===== src/rtl/okn_pkg.sv =====
package okn_pkg;

    localparam int KEY_W = 32;

    localparam logic signed [KEY_W-1:0] INT_MIN = 32'sh8000_0000;
    localparam logic signed [KEY_W-1:0] INT_MAX = 32'sh7FFF_FFFF;

    localparam logic OP_INSERT = 1'b0;
    localparam logic OP_QUERY  = 1'b1;

    // Query token that walks down the cell chain with its running best values.
    typedef struct packed {
        logic                    vld;
        logic signed [KEY_W-1:0] qkey;
        logic signed [KEY_W-1:0] best_lo;
        logic                    lo_found;
        logic signed [KEY_W-1:0] best_hi;
        logic                    hi_found;
    } t_token;

endpackage


===== src/rtl/okn_cell.sv =====
module okn_cell (
    input  logic                            i_clk,
    input  logic                            i_rst_n,
    input  logic                            i_we,
    input  logic signed [okn_pkg::KEY_W-1:0] i_key,
    input  logic                            i_occupied,
    input  okn_pkg::t_token                 i_tok,
    output okn_pkg::t_token                 o_tok
);
    import okn_pkg::*;

    logic signed [KEY_W-1:0] r_key;
    t_token                  r_tok;
    t_token                  n_tok;

    always_ff @(posedge i_clk) begin
        if (i_we) begin
            r_key <= i_key;
        end
    end

    // A cell only weighs in when it holds a written key.
    always_comb begin
        n_tok = i_tok;
        if (i_tok.vld && i_occupied) begin
            if (($signed(r_key) < $signed(i_tok.qkey)) &&
                (!i_tok.lo_found || ($signed(r_key) > $signed(i_tok.best_lo)))) begin
                n_tok.best_lo  = r_key;
                n_tok.lo_found = 1'b1;
            end
            if (($signed(r_key) > $signed(i_tok.qkey)) &&
                (!i_tok.hi_found || ($signed(r_key) < $signed(i_tok.best_hi)))) begin
                n_tok.best_hi  = r_key;
                n_tok.hi_found = 1'b1;
            end
        end
    end

    // Only the valid bit needs a reset; the payload follows it unreset.
    always_ff @(posedge i_clk) begin
        if (!i_rst_n) begin
            r_tok.vld <= 1'b0;
        end else begin
            r_tok.vld <= n_tok.vld;
        end
        r_tok.qkey     <= n_tok.qkey;
        r_tok.best_lo  <= n_tok.best_lo;
        r_tok.lo_found <= n_tok.lo_found;
        r_tok.best_hi  <= n_tok.best_hi;
        r_tok.hi_found <= n_tok.hi_found;
    end

    assign o_tok = r_tok;

endmodule


===== config.mk =====
export PLATFORM = sky130hd
export DESIGN_NAME = okn_cell
export DESIGN_NICKNAME = d
export VERILOG_FILES = /design/src/rtl/okn_pkg.sv /design/src/rtl/okn_cell.sv
export SDC_FILE = /design/constraint.sdc
export NUM_CORES = 1
export LEC_CHECK = 0
export BUFFER_PORTS_ARGS = -buffer_cell sky130_fd_sc_hd__buf_2
export CAP_MARGIN = 5
export CORE_MARGIN = 2
export CORE_UTILIZATION = 49
export DETAILED_ROUTE_END_ITERATION = 12
export MAX_ROUTING_LAYER = met4
export PLACE_DENSITY_LB_ADDON = 0.2
export SETUP_SLACK_MARGIN = 0.4
export SKIP_CTS_REPAIR_TIMING = 1
export SLEW_MARGIN = 5
export SYNTH_ARGS = -nofsm -noshare
export SYNTH_HDL_FRONTEND = slang
export SYNTH_SLANG_ARGS = --single-unit

===== constraint.sdc =====
create_clock -name i_clk -period 3.3 [get_ports i_clk]
set_input_delay 0.165 -clock i_clk [delete_from_list [all_inputs] [get_ports i_clk]]
set_output_delay 0.165 -clock i_clk [all_outputs]
set_load 0.05 [all_outputs]

==> results.tsv, run 1 <==
stage	metric	value	unit
pwr	power	0.005174	W
synth	synth_cell_type_count	41	
sta	hold_viol	1	
placement	port_buffers	233	
global_route	track_usage	24.35	%
synth	syn_nets	776	
hold_path	hold_path.class	primary input to flip-flop	
clock_network	cts_inserted_buffers	17	
worst_setup_path	arrival	3.47	ns
placement	placed_cells	952	
sta	worst_slew_pin_slew	0.9265	ns
sta	finalCritPeriodShare	95.71	%
sta	timing.hold.ws	-0.01140	ns
placement	gp_congestion	0.8605	
hold_path	min_from	i_tok[23]	
finish	nNetsFinal	1170	
floorplan	die_x	116.3	µm
synth	synth.avg_cell_area	11.32	µm²
drt	first_pass_iters	5	
flow_run	cap_violations	0	
sta	rsz0062_at_grt	yes	
worst_setup_path	critPathBufInv	3	
global_route	grt_pass1_wl	23.92	mm
finish	drive_above_1_share	40.08	%
sta	setup_tns	0	ns
clock_network	clock_sinks	131	
worst_setup_path	path_delay_family	simple AND/OR/NAND/NOR gates	
worst_setup_path	critPathKind	flip-flop to flip-flop	
global_route	grt_pass1_vias	4992	
drt	via_count	5734	
synth	synth_xor_area_share	0.1416	%
worst_setup_path	crit_path_cell_trace	buf_4 -> ha_1 -> nand4_1 -> or4_4 -> o311ai_4 -> a211oi_2 -> nor4b_4 -> buf_6 -> buf_8 -> mux2_2	
pwr	ir_worst_vdd	395.6	µV
drt	ant_nets	0	
worst_setup_path	crit_path_end_kind	flip-flop	
drt	post_drt_wl_per_cell	18.19	µm
clock_network	cts_root_buf	clkbuf_16	
worst_setup_path	rrSetupSlack	0.14	ns
pwr	power_density	517.7	nW/µm²
synth	yosysSeqAreaShare	47.59	%
clock_network	cts_tree	built	
pwr	cellLeakagePower	5.008	nW
worst_setup_path	r2r_end	o_tok[41]$_DFF_P_	
synth	synthSimpleGateAreaFrac	6.819	%
placement	dpl-instance-area	7619	µm²
sta	finalSetupViolCount	0	
sta	period_minus_slack	3.159	ns
synth	synth_common_cells	dfxtp_1 (99), ha_1 (95), inv_1 (95), mux2_2 (59), edfxtp_1 (32)	
worst_setup_path	critical_path.startpoint_type	flip-flop	
floorplan	io_pins	234	
global_route	grt_max_degree	33	
drt	routed_via_density	5.097	
clock_network	clk-insertion-delay-late	0.43	ns
hold_path	hold_path_depth	2	
sta	relSlewSlack	38.23	%
finish	stdcell_count	1125	
synth	syn_inst	546	
synth	ys_async_sr_fraction	0	%
finish	n_antenna_cell	0	
run_status	outcome	finished, violations left	
sta	clock.fmax	0.3166	GHz
worst_setup_path	cp_max_fo	5	
global_route	grt_remaining_overflow	0	
floorplan	core_area	12470	µm²
sta	finalMaxSlewViolations	0	
synth	yosysMostFrequentCell	dfxtp_1	
synth	synth_compound_area_share	7.790	%
synth	ys.flop_type	dfxtp_1	
worst_setup_path	cp_slowest_stage_delay	0.51	ns
worst_setup_path	cp_slowest_cell	or4_4	
placement	post-dp-hpwl	12.23	mm
sta	skew	0.01443	ns
worst_setup_path	timing.rr.start	r_key[26]$_DFFE_PP_	
drt	drc_errors	0	
drt	wl	20.46	mm
floorplan	die-area	13530	µm²
worst_setup_path	critPathRequiredTime	3.61	ns
global_route	antenna_found_initial	0	
hold_path	worstHoldEndpoint	o_tok[23]$_DFF_P_	
floorplan	num_rows	41	
drt	drtIter0Drc	224	
synth	synth.area.mux_share	11.88	%
run_status	violations	hold timing	
synth	synthTopCellsByArea	dfxtp_1 (32%), ha_1 (19%), edfxtp_1 (16%), mux2_2 (11%), inv_1 (5.8%)	
synth	synth-edff-count	32	
clock_network	htreeDepth	4	
synth	yosysTopAreaCellShare	32.05	%
floorplan	dieHeight	116.3	µm
synth	yosysWarnings	0	
finish	area_delta_synth_final	61.64	%
worst_setup_path	rr_worst_depth	10	
synth	ys_seq_elements	131	
clock_network	clk_path_buf_depth	2	
clock_network	clk_pin_slew	0.05	ns
synth	syn-cell-area	6183	µm²
synth	synth_top_family_by_area	adder cells	
floorplan	initial_utilization	49.60	%
finish	fin_area	9995	µm²
synth	yosys.area.top_type	dfxtp_1	
synth	synthAdderAreaFrac	19.22	%
==> cell usage in the layout (no fill, tap or decap), types with 13 or more instances in the layout <==
cell type      Yosys  layout
mux2_4             0      38
nand4_1           13      13
nand2_1           24      24
mux2_2            59      25
clkbuf_16          0      21
edfxtp_1          32      32
dfxtp_1           99      99
ha_1              95      88
inv_1             95      95
buf_2              3     233
a21oi_1           31      30
dlygate4sd3_1      0     113
buf_4              0      23
==> sequential cells by signal (all words and copies together) (netlist names) <==
| name | count |
|---|---|
| o_tok | 99 |
| r_key | 32 |
==> cell type report <==
cell class              instances  area [µm²]
clock buffers                  21       460.4
fillers                       735        2471
clock inverters                11       157.7
repair buffers                381        2694
flip-flops and latches        131        2943
inverters                      95       356.6
well taps                     172       215.2
multi-input cells             314        3168
==> power breakdown <==
part | total, W | internal, W | switching [W]
sequential | 0.00185 | 0.00178 | 0.0000737
combinational | 0.00132 | 0.000548 | 0.000774
clock | 0.00200 | 0.00129 | 0.000704
==> how the worst max path moves through the flow <==
stage                   startpoint           endpoint  cells after the start
3_5_place_dp   r_key[25]$_DFFE_PP_  o_tok[12]$_DFF_P_                     10
4_1_cts        r_key[25]$_DFFE_PP_  o_tok[12]$_DFF_P_                     10
2_1_floorplan   r_key[1]$_DFFE_PP_  o_tok[55]$_DFF_P_                     10
6_report       r_key[26]$_DFFE_PP_  o_tok[41]$_DFF_P_                     10
5_1_grt        r_key[25]$_DFFE_PP_  o_tok[41]$_DFF_P_                     10
3_3_place_gp   r_key[25]$_DFFE_PP_  o_tok[19]$_DFF_P_                     10
==> logic make-up (layout without fill, tap and decap cells) <==
logic type      after synthesis  in the layout
mux                          65             65
buf+inv                     101            508
fa+ha+maj                    95             95
xor+xnor                      1              1
simple gates                 78             78
flops                       131            131
compound gates               75             75
==> per-stage QoR <==
stage | setup slack, ns | util, % | hold slack (ns)
3_5_place_dp | -0.004393 | 61.12 | 0.2829
3_3_place_gp | 0.02841 | 61.12 | 0.2824
5_1_grt | 0.08489 | 80.18 | -0.005358
6_report | 0.1414 | 80.18 | -0.01140
4_1_cts | -0.01583 | 66.07 | -0.1618
2_1_floorplan | 0.4216 | - | 0.1927
==> routing by layer <==
metal  vias up  share of wire [%]  global-route usage [%]
li1       2720                  -                       -
met1      2734                 41                   28.82
met2       232                 51                   39.57
met3        48                5.2                   6.331
met4         0                2.2                   9.921
met5         -                  0                       -
Note: power is estimated with default switching activity, not from simulation.
==> run 2, diff against run 1 <==
ABC_AREA = 1   (was not set)
CORE_UTILIZATION = 50   (was 49)
PLACE_DENSITY = 0.78   (was not set)
PLACE_DENSITY_LB_ADDON = not set   (was 0.2)
TNS_END_PERCENT = 10   (was not set)
==> run 2 against run 1 <==
  * The flow still finishes with violations (hold timing)
  * Utilization decreased by 3.6 points
  * Non-clock buffer count decreased by 15
  * Sequential cell count unchanged
  * First-iteration DRC count increased to 2.7 times the previous value
  * Cell count increased by 18%
  * Sequential power about the same
  * Power decreased by 1.6%
  * Clock skew decreased by 0.0018 ns
  * Critical path type unchanged
  * Largest cell class unchanged
  * Largest power group unchanged
==> results.tsv, run 2 <==
stage	metric	value	unit	change
pwr	ir_worst_vdd	615.7	µV	+56%
clock_network	htreeDepth	4		unchanged
finish	nNetsFinal	1372		+17%
clock_network	cts_inserted_buffers	17		unchanged
finish	area_delta_synth_final	47.83	%	
worst_setup_path	critPathKind	flip-flop to flip-flop		
floorplan	initial_utilization	51.82	%	+2.2 points
global_route	grt_pass1_wl	27.39	mm	+15%
worst_setup_path	arrival	3.14	ns	-0.33 ns
synth	synth_top_family_by_area	simple AND/OR/NAND/NOR gates		
global_route	antenna_found_initial	2		+2
finish	stdcell_count	1330		+18%
finish	n_fill_cell	866		+18%
synth	synth_common_cells	nand2_1 (225), inv_1 (119), dfxtp_1 (99), ha_1 (95), nand3_1 (71)		
sta	rsz0062_at_grt	yes		
worst_setup_path	cp_slowest_cell	edfxtp_1		
worst_setup_path	cp_slowest_stage_delay	0.46	ns	-0.05 ns
synth	synthSimpleGateAreaFrac	22.62	%	+16 points
sta	timing.hold.ws	-0.03913	ns	-0.02772 ns
synth	syn_inst	774		+42%
global_route	grt_max_degree	35		+6.1%
sta	hold_viol	4		+3
clock_network	cts_tree	built		
global_route	grt_remaining_overflow	0		unchanged
worst_setup_path	crit_path_start	r_key[15]$_DFFE_PP_		
placement	gp_congestion	0.9441		+9.7%
clock_network	clk-insertion-delay-late	0.43	ns	about the same
sta	finalSetupViolCount	0		unchanged
placement	port_buffers	233		unchanged
worst_setup_path	critPathBufInv	0		-3
sta	relSlewSlack	43.86	%	+5.6 points
pwr	power_density	522.3	nW/µm²	+0.89%
worst_setup_path	r2r_end	o_tok[56]$_DFF_P_		
finish	mostFrequentLayoutCells	buf_2 (233), nand2_1 (225), dlygate4sd3_1 (127)		
synth	synthTopCellsByArea	dfxtp_1 (30%), ha_1 (18%), edfxtp_1 (15%), nand2_1 (13%), inv_1 (6.8%)		
drt	routed_via_density	5.043		-1.1%
finish	multi_input_area	3063	µm²	-3.3%
synth	ys.flop_type	dfxtp_1		
drt	drc_errors	0		unchanged
finish	drive_above_1_share	24.59	%	-15 points
placement	post-dp-hpwl	13.18	mm	+7.7%
synth	synth.area.mux_share	0	%	-12 points
floorplan	die-area	14120	µm²	+4.3%
worst_setup_path	crit_top_cell	nand2_1		
hold_path	hold_path.class	primary input to flip-flop		
finish	regArea	2943	µm²	unchanged
drt	post_drt_wl_per_cell	15.95	µm	-12%
synth	synthAdderAreaFrac	18.03	%	-1.2 points
drt	via_count	6707		+17%
drt	first_pass_iters	5		unchanged
worst_setup_path	timing.rr.start	r_key[15]$_DFFE_PP_		
worst_setup_path	crit_cells	13		+3
flow_run	cap_violations	0		unchanged
floorplan	io_pins	234		unchanged
synth	yosysMostFrequentCell	nand2_1		
worst_setup_path	rr_worst_depth	13		+3
finish	final_common_cell	buf_2		
sta	clock.fmax	0.3536	GHz	+12%
synth	yosysSeqAreaShare	44.64	%	-3.0 points
floorplan	core_area	12720	µm²	+2.1%
floorplan	die_x	118.8	µm	+2.1%
finish	largest_register_ffs	99		unchanged
worst_setup_path	path_delay_family	simple AND/OR/NAND/NOR gates		
placement	placed_cells	1165		+22%
synth	yosysTopAreaCellShare	30.06	%	-2.0 points
clock_network	clk_pin_slew	0.06	ns	about the same
worst_setup_path	crit_end	o_tok[56]$_DFF_P_		
run_status	outcome	finished, violations left		
global_route	grt_pass1_vias	5735		+15%
floorplan	num_rows	41		unchanged
synth	ys_async_sr_fraction	0	%	unchanged
worst_setup_path	critical_path.startpoint_type	flip-flop		
synth	synth_cell_type_count	27		-34%
synth	yosys.area.top_type	dfxtp_1		
synth	ys_seq_elements	131		unchanged
sta	finalMaxSlewViolations	0		unchanged
floorplan	dieHeight	118.8	µm	+2.1%
worst_setup_path	critPathRequiredTime	3.61	ns	about the same
drt	ant_nets	0		unchanged
sta	setup_tns	0	ns	unchanged
worst_setup_path	crit_path_cell_trace	ha_1 -> a21oi_1 -> o21ai_0 -> a21oi_1 -> nand2_1 -> nand2_2 -> nand2_1 -> nand2_1 -> nand2_2 -> nor2_4 -> nand2_4 -> nand2_1 -> nand2_1		
synth	synth_compound_area_share	5.428	%	-2.4 points
drt	wl	21.21	mm	+3.7%
synth	synth_xor_area_share	0	%	-0.14 points
synth	synth-edff-count	32		unchanged
synth	syn_nets	1004		+29%
synth	synth.avg_cell_area	8.518	µm²	-25%
run_status	violations	hold timing		
clock_network	clock_sinks	131		unchanged
drt	drtIter0Drc	594		+170%
pwr	cellLeakagePower	5.323	nW	+6.3%
sta	period_minus_slack	2.828	ns	-0.3302 ns
sta	skew	0.01263	ns	-0.001800 ns
worst_setup_path	cp_max_fo	32		+27
synth	yosysWarnings	0		unchanged
global_route	track_usage	25.50	%	+1.2 points
clock_network	cts_root_buf	clkbuf_16		
sta	finalCritPeriodShare	85.71	%	-10 points
clock_network	clk_path_buf_depth	2		unchanged
worst_setup_path	crit_path_end_kind	flip-flop		
worst_setup_path	rrSetupSlack	0.47	ns	+0.33 ns
sta	worst_slew_pin_slew	0.8421	ns	-0.08442 ns
synth	syn-cell-area	6593	µm²	+6.6%
run 2: worst min-delay path by stage:
stage,startpoint,endpoint,depth (start not counted)
after floorplan,i_tok[66],o_tok[66]$_DFF_P_,0
after global placement,i_tok[96],o_tok[96]$_DFF_P_,1
after detailed placement,i_tok[94],o_tok[94]$_DFF_P_,1
after CTS,i_tok[75],o_tok[75]$_DFF_P_,1
after global routing,i_tok[63],o_tok[63]$_DFF_P_,3
final,i_tok[4],o_tok[4]$_DFF_P_,3
run 2: final cells by class:
| class | instances | area share [%] |
|---|---|---|
| multi-input cells | 506 | 31.43 |
| flip-flops and latches | 131 | 30.20 |
| repair buffers | 366 | 25.47 |
| clock buffers | 21 | 4.622 |
| inverters | 120 | 4.622 |
| well taps | 172 | 2.208 |
| clock inverters | 11 | 1.374 |
| diodes | 3 | 0.07703 |
run 2: per-layer routing:
layer / global-route usage (%) / vias up / share of wire, %
met5: - / - / 0
met4: 9.896 / 0 / 3.5
met3: 6.753 / 70 / 6.7
met2: 42.03 / 317 / 50
met1: 29.81 / 3071 / 39
li1: - / 3249 / -
run 2: logic make-up after synthesis:
kind of cell | after synthesis
DFF | 131
buffers and inverters | 138
and+or+nand+nor | 343
adders and majority gates | 95
AOI/OAI and AO/OA | 67
run 2: tightest hold or removal path, stage by stage:
cell and delay [ns]:
buf_2 0.09, nand2_1 0.04, nand2_1 0.05
run 2: stage by stage:
step	util (%)	instance area, µm²	worst slack, ns	total power [W]	hold WS [ns]
6_report	76.60	9746	0.4717	0.005090	-0.03913
3_3_place_gp	61.64	7843	0.4473	0.003037	0.2817
2_1_floorplan	-	6593	1.240	0.002726	0.1927
4_1_cts	66.24	8427	0.3670	0.004919	-0.1565
3_5_place_dp	61.64	7843	0.3929	0.003058	0.2823
5_1_grt	76.58	9743	0.2858	0.005299	-0.009269
run 2: where the power goes:
group	internal (W)	switching (W)	total, W
clock	0.00120	0.000694	0.00189
combinational	0.000439	0.000883	0.00132
sequential	0.00179	0.0000837	0.00188
total	0.00343	0.00166	0.00509
